==> src/design/ssb_pkg.sv <==
package ssb_pkg;

    localparam int MAX_SCALE       = 8;
    localparam int MAX_IMAGE_WIDTH = 1024;

    localparam int PIX_W      = 32;
    localparam int ADDR_W     = 23;
    localparam int COL_W      = 10;
    localparam int ROW_W      = 10;
    localparam int SCALE_W    = 4;
    localparam int IW_W       = 11;
    localparam int ORG_W      = 13;
    localparam int SCR_W      = 12;
    localparam int PITCH_W    = 13;
    localparam int POS_W      = 15;
    localparam int CRD_W      = 12;
    localparam int CFG_IDX_W  = 3;
    localparam int CFG_DATA_W = 13;
    localparam int OUT_DATA_W = 56;

    localparam logic [CFG_IDX_W-1:0] CFG_ORIGIN_X      = 3'd0;
    localparam logic [CFG_IDX_W-1:0] CFG_ORIGIN_Y      = 3'd1;
    localparam logic [CFG_IDX_W-1:0] CFG_IMAGE_WIDTH   = 3'd2;
    localparam logic [CFG_IDX_W-1:0] CFG_SCALE_FACTOR  = 3'd3;
    localparam logic [CFG_IDX_W-1:0] CFG_SCREEN_WIDTH  = 3'd4;
    localparam logic [CFG_IDX_W-1:0] CFG_SCREEN_HEIGHT = 3'd5;
    localparam logic [CFG_IDX_W-1:0] CFG_ROW_PITCH     = 3'd6;

    typedef enum logic [1:0] {
        S_IDLE,
        S_CLIP,
        S_SETUP,
        S_RUN
    } t_state;

    typedef struct packed {
        logic accept;
        logic clip;
        logic setup;
        logic emit;
    } t_dp_cmd;

    typedef struct packed {
        logic empty;
        logic last;
        logic out_free;
    } t_dp_sts;

endpackage

==> src/design/ssb_ctrl.sv <==
module ssb_ctrl (
    input  logic             i_clk,
    input  logic             i_rst_n,
    input  logic             i_in_valid,
    output logic             o_in_ready,
    input  ssb_pkg::t_dp_sts i_sts,
    output ssb_pkg::t_dp_cmd o_cmd
);

    ssb_pkg::t_state r_state;
    ssb_pkg::t_state n_state;

    always_ff @(posedge i_clk) begin
        if (!i_rst_n) begin
            r_state <= ssb_pkg::S_IDLE;
        end else begin
            r_state <= n_state;
        end
    end

    always_comb begin
        n_state    = r_state;
        o_cmd      = '0;
        o_in_ready = 1'b0;
        case (r_state)
            ssb_pkg::S_IDLE: begin
                o_in_ready = 1'b1;
                if (i_in_valid) begin
                    o_cmd.accept = 1'b1;
                    n_state      = ssb_pkg::S_CLIP;
                end
            end
            ssb_pkg::S_CLIP: begin
                // A square that lies wholly off screen produces nothing.
                o_cmd.clip = 1'b1;
                n_state    = i_sts.empty ? ssb_pkg::S_IDLE : ssb_pkg::S_SETUP;
            end
            ssb_pkg::S_SETUP: begin
                o_cmd.setup = 1'b1;
                n_state     = ssb_pkg::S_RUN;
            end
            ssb_pkg::S_RUN: begin
                if (i_sts.out_free) begin
                    o_cmd.emit = 1'b1;
                    if (i_sts.last) begin
                        n_state = ssb_pkg::S_IDLE;
                    end
                end
            end
            default: begin
                n_state = ssb_pkg::S_IDLE;
            end
        endcase
    end

endmodule

==> src/design/ssb_datapath.sv <==
module ssb_datapath (
    input  logic                               i_clk,
    input  logic                               i_rst_n,
    input  logic                               i_cfg_valid,
    input  logic [ssb_pkg::CFG_IDX_W-1:0]      i_cfg_index,
    input  logic [ssb_pkg::CFG_DATA_W-1:0]     i_cfg_data,
    input  logic [ssb_pkg::PIX_W-1:0]          i_src_pixel,
    input  logic                               i_image_start,
    input  ssb_pkg::t_dp_cmd                   i_cmd,
    output ssb_pkg::t_dp_sts                   o_sts,
    input  logic                               i_out_ready,
    output logic                               o_out_valid,
    output logic [ssb_pkg::ADDR_W-1:0]         o_word_address,
    output logic [ssb_pkg::PIX_W-1:0]          o_pixel_value,
    output logic                               o_last_of_square
);

    localparam int POS_W = ssb_pkg::POS_W;
    localparam int CRD_W = ssb_pkg::CRD_W;

    // Configuration registers.
    logic signed [ssb_pkg::ORG_W-1:0]   r_origin_x;
    logic signed [ssb_pkg::ORG_W-1:0]   r_origin_y;
    logic        [ssb_pkg::IW_W-1:0]    r_image_width;
    logic        [ssb_pkg::SCALE_W-1:0] r_scale_factor;
    logic        [ssb_pkg::SCR_W-1:0]   r_screen_width;
    logic        [ssb_pkg::SCR_W-1:0]   r_screen_height;
    logic        [ssb_pkg::PITCH_W-1:0] r_row_pitch;

    // Source position.
    logic [ssb_pkg::COL_W-1:0] r_col;
    logic [ssb_pkg::ROW_W-1:0] r_row;

    // Per-item working registers.
    logic        [ssb_pkg::PIX_W-1:0]  r_pixel;
    logic signed [POS_W-1:0]           r_base_x;
    logic signed [POS_W-1:0]           r_base_y;
    logic        [CRD_W-1:0]           r_x0;
    logic        [CRD_W-1:0]           r_x1;
    logic        [CRD_W-1:0]           r_y0;
    logic        [CRD_W-1:0]           r_y1;
    logic        [CRD_W-1:0]           r_x;
    logic        [CRD_W-1:0]           r_y;
    logic        [ssb_pkg::ADDR_W-1:0] r_row_base;

    // Output register.
    logic                       r_out_valid;
    logic [ssb_pkg::ADDR_W-1:0] r_out_addr;
    logic [ssb_pkg::PIX_W-1:0]  r_out_pixel;
    logic                       r_out_last;

    logic [ssb_pkg::SCALE_W-1:0] scale_eff;
    logic [ssb_pkg::IW_W-1:0]    width_eff;
    logic [ssb_pkg::COL_W-1:0]   col_cur;
    logic [ssb_pkg::ROW_W-1:0]   row_cur;
    logic [POS_W-2:0]            prod_x;
    logic [POS_W-2:0]            prod_y;
    logic signed [POS_W-1:0]     base_x;
    logic signed [POS_W-1:0]     base_y;
    logic signed [POS_W-1:0]     lo_x, hi_x, lo_y, hi_y;
    logic signed [POS_W-1:0]     end_x, end_y, lim_x, lim_y;
    logic                        empty;
    logic                        last;
    logic [ssb_pkg::ADDR_W-1:0]  cur_addr;
    logic [CRD_W+ssb_pkg::PITCH_W-1:0] row_prod;

    always_comb begin
        scale_eff = r_scale_factor;
        if (r_scale_factor == '0) begin
            scale_eff = ssb_pkg::SCALE_W'(1);
        end else if (r_scale_factor > ssb_pkg::SCALE_W'(ssb_pkg::MAX_SCALE)) begin
            scale_eff = ssb_pkg::SCALE_W'(ssb_pkg::MAX_SCALE);
        end
        width_eff = r_image_width;
        if (r_image_width == '0) begin
            width_eff = ssb_pkg::IW_W'(1);
        end else if (r_image_width > ssb_pkg::IW_W'(ssb_pkg::MAX_IMAGE_WIDTH)) begin
            width_eff = ssb_pkg::IW_W'(ssb_pkg::MAX_IMAGE_WIDTH);
        end
    end

    // Top-left corner of the square for the item being accepted.
    assign col_cur = i_image_start ? '0 : r_col;
    assign row_cur = i_image_start ? '0 : r_row;
    assign prod_x  = (POS_W-1)'(col_cur) * (POS_W-1)'(scale_eff);
    assign prod_y  = (POS_W-1)'(row_cur) * (POS_W-1)'(scale_eff);
    assign base_x  = POS_W'(r_origin_x) + $signed({1'b0, prod_x});
    assign base_y  = POS_W'(r_origin_y) + $signed({1'b0, prod_y});

    // Clip the square against the screen in each direction.
    always_comb begin
        end_x = r_base_x + $signed(POS_W'(scale_eff)) - $signed(POS_W'(1));
        end_y = r_base_y + $signed(POS_W'(scale_eff)) - $signed(POS_W'(1));
        lim_x = $signed(POS_W'(r_screen_width)) - $signed(POS_W'(1));
        lim_y = $signed(POS_W'(r_screen_height)) - $signed(POS_W'(1));
        lo_x  = (r_base_x < 0) ? '0 : r_base_x;
        lo_y  = (r_base_y < 0) ? '0 : r_base_y;
        hi_x  = (end_x < lim_x) ? end_x : lim_x;
        hi_y  = (end_y < lim_y) ? end_y : lim_y;
        empty = (lo_x > hi_x) || (lo_y > hi_y);
    end

    // Full product of the first visible row and the pitch; the address keeps its low bits.
    assign row_prod = (CRD_W+ssb_pkg::PITCH_W)'(r_y0) * (CRD_W+ssb_pkg::PITCH_W)'(r_row_pitch);

    assign cur_addr = r_row_base + ssb_pkg::ADDR_W'(r_x);
    assign last     = (r_x == r_x1) && (r_y == r_y1);

    assign o_sts.empty    = empty;
    assign o_sts.last     = last;
    assign o_sts.out_free = !r_out_valid || i_out_ready;

    always_ff @(posedge i_clk) begin
        if (!i_rst_n) begin
            r_origin_x      <= '0;
            r_origin_y      <= '0;
            r_image_width   <= ssb_pkg::IW_W'(16);
            r_scale_factor  <= ssb_pkg::SCALE_W'(1);
            r_screen_width  <= ssb_pkg::SCR_W'(640);
            r_screen_height <= ssb_pkg::SCR_W'(480);
            r_row_pitch     <= ssb_pkg::PITCH_W'(640);
        end else if (i_cfg_valid) begin
            case (i_cfg_index)
                ssb_pkg::CFG_ORIGIN_X:      r_origin_x      <= $signed(i_cfg_data);
                ssb_pkg::CFG_ORIGIN_Y:      r_origin_y      <= $signed(i_cfg_data);
                ssb_pkg::CFG_IMAGE_WIDTH:   r_image_width   <= i_cfg_data[ssb_pkg::IW_W-1:0];
                ssb_pkg::CFG_SCALE_FACTOR:  r_scale_factor  <= i_cfg_data[ssb_pkg::SCALE_W-1:0];
                ssb_pkg::CFG_SCREEN_WIDTH:  r_screen_width  <= i_cfg_data[ssb_pkg::SCR_W-1:0];
                ssb_pkg::CFG_SCREEN_HEIGHT: r_screen_height <= i_cfg_data[ssb_pkg::SCR_W-1:0];
                ssb_pkg::CFG_ROW_PITCH:     r_row_pitch     <= i_cfg_data;
                default: begin
                end
            endcase
        end
    end

    always_ff @(posedge i_clk) begin
        if (!i_rst_n) begin
            r_col <= '0;
            r_row <= '0;
        end else if (i_cmd.accept) begin
            if ((ssb_pkg::IW_W'(col_cur) + ssb_pkg::IW_W'(1)) >= width_eff) begin
                r_col <= '0;
                r_row <= row_cur + ssb_pkg::ROW_W'(1);
            end else begin
                r_col <= col_cur + ssb_pkg::COL_W'(1);
                r_row <= row_cur;
            end
        end
    end

    always_ff @(posedge i_clk) begin
        if (i_cmd.accept) begin
            r_pixel  <= i_src_pixel;
            r_base_x <= base_x;
            r_base_y <= base_y;
        end
        if (i_cmd.clip) begin
            r_x0 <= lo_x[CRD_W-1:0];
            r_x1 <= hi_x[CRD_W-1:0];
            r_y0 <= lo_y[CRD_W-1:0];
            r_y1 <= hi_y[CRD_W-1:0];
        end
        if (i_cmd.setup) begin
            r_row_base <= row_prod[ssb_pkg::ADDR_W-1:0];
            r_x        <= r_x0;
            r_y        <= r_y0;
        end else if (i_cmd.emit) begin
            if (r_x == r_x1) begin
                r_x        <= r_x0;
                r_y        <= r_y + CRD_W'(1);
                r_row_base <= r_row_base + ssb_pkg::ADDR_W'(r_row_pitch);
            end else begin
                r_x <= r_x + CRD_W'(1);
            end
        end
    end

    always_ff @(posedge i_clk) begin
        if (!i_rst_n) begin
            r_out_valid <= 1'b0;
        end else if (i_cmd.emit) begin
            r_out_valid <= 1'b1;
        end else if (i_out_ready) begin
            r_out_valid <= 1'b0;
        end
    end

    always_ff @(posedge i_clk) begin
        if (i_cmd.emit) begin
            r_out_addr  <= cur_addr;
            r_out_pixel <= r_pixel;
            r_out_last  <= last;
        end
    end

    assign o_out_valid      = r_out_valid;
    assign o_word_address   = r_out_addr;
    assign o_pixel_value    = r_out_pixel;
    assign o_last_of_square = r_out_last;

endmodule

==> src/design/scaled_sprite_blitter_top.sv <==
// Nearest-neighbour scaling blitter. Each source pixel taken on the slave stream is drawn as a
// square of scale_factor by scale_factor screen pixels at the configured signed origin, and
// every position of that square that falls inside the screen comes out on the master stream
// as one framebuffer write (word address and pixel value), row by row and left to right, with
// tlast on the final write of the square. An item passes through set-up (take the pixel and
// form the square's corner, clip it, form the first row address) and then one write per
// visible position, and no new source pixel is taken until the item is done; a square that
// is wholly off screen ends after the clip and produces no write. The write rate is set by
// the single output register, which issues at most one write per cycle, and back-pressure
// on the master side stalls the walk over the square. Configuration registers should only
// be written while the block is idle.
module scaled_sprite_blitter_top (
    input  logic                                i_clk,
    input  logic                                i_rst_n,
    // Configuration write channel.
    input  logic                                i_cfg_valid,
    output logic                                o_cfg_ready,
    input  logic [ssb_pkg::CFG_IDX_W-1:0]       i_cfg_index,
    input  logic [ssb_pkg::CFG_DATA_W-1:0]      i_cfg_data,
    // Source pixel stream.
    input  logic                                i_s_axis_tvalid,
    output logic                                o_s_axis_tready,
    input  logic [ssb_pkg::PIX_W-1:0]           i_s_axis_tdata,   // [31:0] src_pixel
    input  logic                                i_s_axis_tuser,   // [0] image_start
    // Framebuffer write stream.
    output logic                                o_m_axis_tvalid,
    input  logic                                i_m_axis_tready,
    output logic [ssb_pkg::OUT_DATA_W-1:0]      o_m_axis_tdata,   // [22:0] word_address,
                                                                  // [54:23] pixel_value,
                                                                  // [55] zero
    output logic                                o_m_axis_tlast    // last_of_square
);

    ssb_pkg::t_dp_cmd           cmd;
    ssb_pkg::t_dp_sts           sts;
    logic [ssb_pkg::ADDR_W-1:0] word_address;
    logic [ssb_pkg::PIX_W-1:0]  pixel_value;

    // Configuration writes are taken in any cycle.
    assign o_cfg_ready = 1'b1;

    // The controller sequences each item: accept, clip, address set-up, then one write per
    // free output slot until the last visible position of the square has gone out.
    ssb_ctrl u_ctrl (
        .i_clk      (i_clk),
        .i_rst_n    (i_rst_n),
        .i_in_valid (i_s_axis_tvalid),
        .o_in_ready (o_s_axis_tready),
        .i_sts      (sts),
        .o_cmd      (cmd)
    );

    // The datapath holds the configuration, the source position counters, the clipped
    // bounds of the current square, the running row address and the output register.
    ssb_datapath u_dp (
        .i_clk            (i_clk),
        .i_rst_n          (i_rst_n),
        .i_cfg_valid      (i_cfg_valid),
        .i_cfg_index      (i_cfg_index),
        .i_cfg_data       (i_cfg_data),
        .i_src_pixel      (i_s_axis_tdata),
        .i_image_start    (i_s_axis_tuser),
        .i_cmd            (cmd),
        .o_sts            (sts),
        .i_out_ready      (i_m_axis_tready),
        .o_out_valid      (o_m_axis_tvalid),
        .o_word_address   (word_address),
        .o_pixel_value    (pixel_value),
        .o_last_of_square (o_m_axis_tlast)
    );

    assign o_m_axis_tdata = {1'b0, pixel_value, word_address};

`ifndef SYNTHESIS
    // Once an item is taken the block is busy with it in the following cycle.
    a_busy_after_accept: assert property (@(posedge i_clk) disable iff (!i_rst_n)
        i_s_axis_tvalid && o_s_axis_tready |=> !o_s_axis_tready)
        else $error("source accepted twice in consecutive cycles");

    // A write is only loaded into the output register while the walk over a square runs.
    a_emit_only_busy: assert property (@(posedge i_clk) disable iff (!i_rst_n)
        cmd.emit |-> !o_s_axis_tready && sts.out_free)
        else $error("write issued outside the square walk or into a full output register");

    // The final write of a square returns the block to idle.
    a_last_returns_idle: assert property (@(posedge i_clk) disable iff (!i_rst_n)
        cmd.emit && sts.last |=> o_s_axis_tready)
        else $error("block not idle after the last write of a square");
`endif

endmodule

==> config.mk <==
export PLATFORM = sky130hd
export DESIGN_NAME = scaled_sprite_blitter_top
export DESIGN_NICKNAME = d
export VERILOG_FILES = /design/src/design/ssb_pkg.sv /design/src/design/ssb_ctrl.sv /design/src/design/ssb_datapath.sv /design/src/design/scaled_sprite_blitter_top.sv
export SDC_FILE = /design/constraint.sdc
export NUM_CORES = 1
export LEC_CHECK = 0
export BUFFER_PORTS_ARGS = -buffer_cell sky130_fd_sc_hd__buf_2
export CORE_AREA = 2 2 250 252
export CTS_BUF_LIST = sky130_fd_sc_hd__clkbuf_2 sky130_fd_sc_hd__clkbuf_4 sky130_fd_sc_hd__clkbuf_8
export CTS_CLUSTER_SIZE = 28
export DETAILED_ROUTE_END_ITERATION = 16
export DIE_AREA = 0 0 252 254
export PLACE_DENSITY = 0.52
export SETUP_SLACK_MARGIN = 0.1
export SYNTH_ARGS = -nofsm -noshare
export SYNTH_HDL_FRONTEND = slang
export SYNTH_SLANG_ARGS = --single-unit
export TNS_END_PERCENT = 30
==> constraint.sdc <==
create_clock -name i_clk -period 14 [get_ports i_clk]
set_input_delay 0 -clock i_clk [delete_from_list [all_inputs] [get_ports i_clk]]
set_output_delay 0 -clock i_clk [all_outputs]
set_load 0.02 [all_outputs]
==> summary.md, run 1 <==
| Metric | Value |
|---|---|
| Status | finished, final reports clean |
| Slowest cell delay on critical path | 0.99 ns |
| Nets@finish | 3276 |
| Slew Limit Fails | 0 |
| Relative slew margins | 17.0% |
| Synth top area cells | edfxtp_1 26%, ha_1 12%, fa_1 12% |
| IO Count | 114 |
| VDD IR max | 0.000101 V |
| Setup TNS | 0 ns |
| Fmax achieved | 0.117 GHz |
| Final WL | 62200 um |
| Critical path startpoint category | flop |
| Most frequent CP cell | a21o_1 |
| Hold Fails Final Rpt | 0 |
| Yosys cell types | 74 |
| Register-to-Register Path Depth | 33 |
| Drt via density | 5.05 |
| Critical path arrival | 9.15 ns |
| Initial antenna violation count | 2 |
| Final instance area | 28000 sq um |
| CP Class | flop to flop |
| Worst-path fanout max | 25 |
| RD Place Congestion | 0.904 |
| Maximum Capacitance Violations | 0 |
| Cells after Synth | 2665 |
| # Post-CTS Setup Buffers | 0 |
| Row cnt | 91 |
| Clk_skew | 0.0299 ns |
| Pre-antenna DRT Iters | 5 |
| Largest family of logic cells by synthesized area | adder cells |
| Die X | 252 um |
| CP max-delay cell | nor2b_1 |
| Worst Hold Path Cells | 2 |
| Xor/xnor cell area share of the yosys netlist | 7.02% |
| Post-detail-place hpwl | 47100 um |
| Die area | 64000 sq um |
| Largest net degree at the start of global routing | 67 |
| Mux contribution to synthesized area | 0.932% |
| Gate power share | 47.9% |
| Die Y | 254 um |
| Placed Area | 26200 sq um |
| R2r setup slk | 5.43 ns |
| Routed len/inst | 17.0 um |
| FF-to-FF Start | u_dp.r_scale_factor[3] |
| Vias in the first global route | 18819 |
| Gr ovfl total | 0 |
| Power per standard cell area | 153 nW/um^2 |
| Prevailing post-synth register cell | edfxtp_1 |
| Clk_lat worst skew | 0.67 ns |
| CTS max path bufs | 3 |
| Setup crit start | u_dp.r_scale_factor[3] |
| Switching Share | 41.0% |
| Post-synth EDFFs | 213 |
| Finished Layout Cells | 3665 |
| WHS Endpoint | u_dp.r_pixel[30] |
| Placed insts | 3492 |
| CTS Sinks | 314 |
| Final setup vio count | 0 |
| Worst Max-Slew Pin Slew | 1.24 ns |
| Initial Util | 40.5% |
| Crit path time final | 8.57 ns |
| Post-Syn Nets | 3114 |
| Iter 0 DRT Violations | 1023 |
| Synth Area per Inst | 9.32 sq um |
| Core Region | 61300 sq um |
| Static leakage | 12.4 nW |
| FFs w/ async S/R, synth | 0% |
| Hold_sp | i_s_axis_tdata[30] |
| CP Capture Type | flop |
| First-pass GRT wire length | 101000 um |
| Synth-to-layout area growth | 12.8% |
| CP delay by family, top | compound AO/OA/AOI/OAI gates |
| Drt drc | 0 |
| H-tree Lvls | 2 |
| Period utilisation layout | 61.2% |
| Top cell type's share of synthesized area | 25.8% |
| Hold WC Path Type | primary input to flop |
| Root Buffer | clkbuf_8 |
| Dominant cell type by area after synthesis | edfxtp_1 |
| Synth Register Bits | 314 |
| Setup ws final | 5.43 ns |
| Post-Synth Adder-Cell Area | 24.4% |
| CTS tree | done |
| NetSw | 0.00175 W |
| Unrepaired setup endpoints after global routing | no |
| Clk pin slew, worst setup/hold paths | 0.06 ns |
| Data required time of the worst path | 14.58 ns |
| Vias | 18501 |
| # port buffers | 111 |
| Flop pwr share | 31.2% |
| Layout cells sized above 1 | 8.53% |
| Post-Syn Area | 24800 sq um |
| Register area share after synthesis | 33.9% |
| Pre-CTS WS | 5.53 ns |
| Internal power | 0.00252 W |
| Overall Global Routing Usage | 19.9% |
| Crit path buf inv count | 2 |
| Worst hold-check slack | 0.0652 ns |
| Post-route ant nets | 0 |
| Simple logic cell fraction of the synthesized area | 16.9% |
| Synth Area in Compound Gates | 11.2% |
| Clock network power share | 20.9% |
| CTS Buf Count | 56 |
| Synthesis Warnings | 0 |
==> cell usage after synthesis (2+ instances only) <==
| master | n |
|---|---|
| nand2_1 | 464 |
| inv_1 | 286 |
| ha_1 | 248 |
| edfxtp_1 | 213 |
| nor2_1 | 159 |
| fa_1 | 147 |
| xnor2_1 | 124 |
| a21oi_1 | 116 |
| dfxtp_1 | 101 |
| a21boi_0 | 87 |
| clkbuf_1 | 84 |
| xor2_1 | 75 |
| o21ai_0 | 73 |
| nand3_1 | 66 |
| and2_1 | 54 |
| nor2b_1 | 53 |
| a21o_1 | 43 |
| nor3_1 | 36 |
| nand2b_1 | 23 |
| o21bai_1 | 20 |
| and3_1 | 18 |
| o21a_1 | 18 |
| mux2i_1 | 15 |
| nand4_1 | 15 |
| nor4_1 | 11 |
| a211oi_1 | 10 |
| or3_1 | 9 |
| a31oi_1 | 8 |
| o21ai_1 | 7 |
| or4_1 | 7 |
| o31ai_1 | 6 |
| o2111ai_1 | 5 |
| o41ai_1 | 5 |
| a31o_2 | 4 |
| and4_1 | 3 |
| nand3b_1 | 3 |
| nor3b_1 | 3 |
| or2_2 | 3 |
| a2111oi_0 | 2 |
| a211o_1 | 2 |
| a221oi_1 | 2 |
| buf_4 | 2 |
| conb_1 | 2 |
| mux2i_4 | 2 |
| o211ai_1 | 2 |
==> flip-flops by register name (all words and copies together) (netlist names), 13 cells and up, named ones only <==
register / count
u_dp.r_origin_x: 13
u_dp.r_pixel: 32
u_dp.r_row_base: 23
u_dp.r_base_y: 15
u_dp.r_row_pitch: 13
u_dp.o_pixel_value: 32
u_dp.r_base_x: 15
u_dp.r_origin_y: 13
u_dp.o_word_address: 23
==> kinds of logic after synthesis <==
kind of cell | count (synthesis)
simple gates | 933
xor+xnor | 199
other cells | 2
buf+inv | 374
fa+ha+maj | 396
mux | 20
flops | 314
compound gates | 427
==> per-layer routing <==
metal / wire (um) / up-vias / track usage, % / part of all wire (%)
met5: 0 / - / 0 / 0
met2: 29300 / 332 / 33.6 / 47
li1: - / 9269 / - / -
met3: 2840 / 102 / 2.55 / 4.6
met1: 28300 / 8798 / 26.4 / 46
met4: 1770 / 0 / 6.24 / 2.8
==> cell usage in the layout, fill, tap and decap left out, types with 9 or more instances in the layout <==
master and instances:
edfxtp_1 213, xor2_1 75, dlygate4sd3_1 67, and2_1 54, fa_1 147, nor4_1 11, a21oi_1 116, nand4_1 15
or3_1 9, ha_1 248, nand3_1 66, and3_1 18, mux2i_1 15, o21ai_0 72, clkbuf_4 17, buf_4 13
buf_2 111, nor2_1 159, clkinv_1 10, a21boi_0 87, xnor2_1 124, o21a_1 18, inv_1 285, a211oi_1 10
nand2b_1 23, dfxtp_1 101, o21bai_1 20, nor3_1 36, a21o_1 43, nor2b_1 49, nand2_1 464, clkinv_2 11
clkbuf_8 60
==> area by class of cell <==
class | count | area (sq um)
Clock buffer | 77 | 953
Antenna cell | 2 | 5.00
Sequential cell | 314 | 8420
Timing Repair Buffer | 191 | 1320
Fill cell | 5953 | 33200
Tap cell | 790 | 988
Inverter | 287 | 1080
Clock inverter | 27 | 203
Multi-Input combinational cell | 1977 | 15000
==> how the worst max path moves through the flow <==
stage	end	cells after the start
global route	flop	33
detailed placement	flop	33
floorplan	flop	36
CTS	flop	33
finish	flop	33
global placement	flop	33
==> power groups by stage <==
stage	sequential, W	clock, W	combinational [W]
6_report	0.00134	0.000893	0.00205
5_1_grt	0.00135	0.000963	0.00233
4_1_cts	0.00134	0.000926	0.00206
3_5_place_dp	0.00136	0	0.00204
3_3_place_gp	0.00135	0	0.00198
2_1_floorplan	0.00131	0	0.00156
==> metrics by stage <==
step	power, W	utilization, %
2_1_floorplan	0.00287	-
3_3_place_gp	0.00334	42.7
3_5_place_dp	0.00339	42.7
4_1_cts	0.00433	45.7
5_1_grt	0.00464	45.7
6_report	0.00428	45.7
==> repair_timing <==
item | CTS | global route
hold buffers | 67 | 0
endpoints found under the setup margin | 0 | 0
gates resized for setup | 0 | 0
endpoints found under the hold margin | 114 | 0
(Power assumes the default switching activity.)
==> run 2, diff against run 1 <==
Clock period 14 ns to 8.2 ns, I/O delays scaled along.
==> run 2 against run 1 <==
Against the previous run:
- sequential share of layout area is 0.40 points lower
- clock-buffer cell count is 8 higher
- register-to-register slack worse by 4.5 ns
- via count grew 0.89%
- largest cell class unchanged
- global-route usage increased by 0.093 points
==> summary.md, run 2 (synthesis results as in run 1) <==
| Metric | Value |
|---|---|
| Commonest non-fill, non-tap cell in the layout | nand2_1 |
| Power per standard cell area | 264 nW/um^2 |
| Most frequent CP cell | a21o_1 |
| Die Y | 254 um |
| Crit path time final | 7.32 ns |
| Post-detail-place hpwl | 47700 um |
| Hold WC Path Type | primary input to flop |
| Critical path arrival | 7.92 ns |
| CTS Buf Count | 55 |
| Hold Fails Final Rpt | 0 |
| RD Place Congestion | 0.853 |
| Switching Share | 40.5% |
| Initial Util | 40.5% |
| Slew Limit Fails | 0 |
| Drt drc | 0 |
| CP Capture Type | flop |
| Row cnt | 91 |
| Internal power | 0.00447 W |
| CP max-delay cell | dfxtp_1 |
| VDD IR max | 0.000203 V |
| Unrepaired setup endpoints after global routing | no |
| Gate power share | 47.4% |
| Routed len/inst | 17.0 um |
| Pre-antenna DRT Iters | 5 |
| Static leakage | 12.6 nW |
| Post-route ant nets | 0 |
| Relative slew margins | 19.1% |
| Drt via density | 5.06 |
| H-tree Lvls | 2 |
| Worst-path fanout max | 23 |
| Placed Area | 26200 sq um |
| First-pass GRT wire length | 101000 um |
| Commonest non-fill, non-tap cells in the layout | 464 x nand2_1, 285 x inv_1, 248 x ha_1 |
| Clock network power share | 22.2% |
| Final WL | 62800 um |
| Vias | 18665 |
| Fmax achieved | 0.137 GHz |
| Clk_lat worst skew | 0.69 ns |
| Clk_skew | 0.0484 ns |
| Synth-to-layout area growth | 14.3% |
| Status | finished, final reports clean |
| Flop pwr share | 30.4% |
| Data required time of the worst path | 8.80 ns |
| Final setup vio count | 0 |
| Critical path startpoint category | flop |
| Period utilisation layout | 89.2% |
| Core Region | 61300 sq um |
| Layout cells sized above 1 | 8.83% |
| Largest net degree at the start of global routing | 77 |
| Die X | 252 um |
| IO Count | 114 |
| Clk pin slew, worst setup/hold paths | 0.06 ns |
| Slowest cell delay on critical path | 0.59 ns |
| Root Buffer | clkbuf_8 |
| Final instance area | 28400 sq um |
| CTS max path bufs | 3 |
| Worst Max-Slew Pin Slew | 1.20 ns |
| # port buffers | 111 |
| Setup TNS | 0 ns |
| Overall Global Routing Usage | 19.9% |
| Die area | 64000 sq um |
| Gr ovfl total | 0 |
| Initial antenna violation count | 1 |
| Vias in the first global route | 19135 |
| CP Class | flop to flop |
| CTS tree | done |
| CTS Sinks | 314 |
| Power, Total | 0.00750 W |
| Nets@finish | 3301 |
| Maximum Capacitance Violations | 0 |
| Iter 0 DRT Violations | 868 |
| NetSw | 0.00304 W |
[run 2: cell count changes in the layout (fill, tap and decap cells not counted), sizes merged, moves of 2 or more]
cell / before / now
buf: 124 / 128
bufinv: 2 / 4
clkbuf: 77 / 85
clkinv: 22 / 11
clkinvlp: 2 / 0
dlygate4sd3: 67 / 88
inv: 288 / 290
[run 2: per-stage QoR]
step	hold slack [ns]	std cells	utilization, %	setup slack (ns)
global placement	0.177	3496	42.8	1.03
CTS	0.00358	3687	46.3	0.773
floorplan	0.0989	2665	-	1.19
global route	0.0264	3689	46.3	0.257
finish	0.0668	3689	46.3	0.884
detailed placement	0.178	3496	42.8	0.764
[run 2: path summary, 6_finish.rpt]
| check | startpoint | to | slack, ns | cells after the start |
|---|---|---|---|---|
| worst max-delay path | u_dp.r_scale_factor[3] | flop | 0.88 | 33 |
| worst min-delay path | i_s_axis_tdata[16] | u_dp.r_pixel[16] | 0.07 | 2 |
| worst max register to register | u_dp.r_scale_factor[3] | flop | 0.88 | 33 |
| worst min register to register | u_dp.r_pixel[6] | u_dp.o_pixel_value[6] | 0.42 | 0 |
[run 2: what timing repair did]
item / CTS / global route
hold buffers: 88 / 0
endpoints found under the hold margin: 122 / 0
gates resized for setup: 0 / 1
buffers inserted: 0 / 0
endpoints found under the setup margin: 0 / 1
[run 2: per-layer routing]
layer  vias up  track usage, %  share of wire (%)
li1       9314               -                  -
met1      8912            25.9                 45
met2       326            34.1                 47
met3       113            2.65                4.0
met4         0            7.10                3.4
met5         -               0                  0
[run 2: final cells by class]
type | count | area [sq um]
diodes | 1 | 2.50
clock buffers | 85 | 1040
clock inverters | 18 | 226
fillers | 5906 | 32900
inverters | 287 | 1080
multi-input cells | 1978 | 15100
flip-flops and latches | 314 | 8420
well taps | 790 | 988
repair buffers | 216 | 1560
[run 2: power by group through the flow]
stage | clock, W | sequential (W) | combinational, W
floorplan | 0 | 0.00224 | 0.00267
global placement | 0 | 0.00231 | 0.00340
detailed placement | 0 | 0.00232 | 0.00348
CTS | 0.00172 | 0.00229 | 0.00354
global route | 0.00178 | 0.00231 | 0.00403
finish | 0.00167 | 0.00228 | 0.00356
[run 2: critical path, delay by kind of cell, from the launching register on]
kind / cells / cell delay (ns)
simple gates: 3 / 0.65
flops: 1 / 0.59
xor+xnor: 1 / 0.09
fa+ha+maj: 4 / 1.13
buf+inv: 3 / 0.56
compound gates: 22 / 4.23
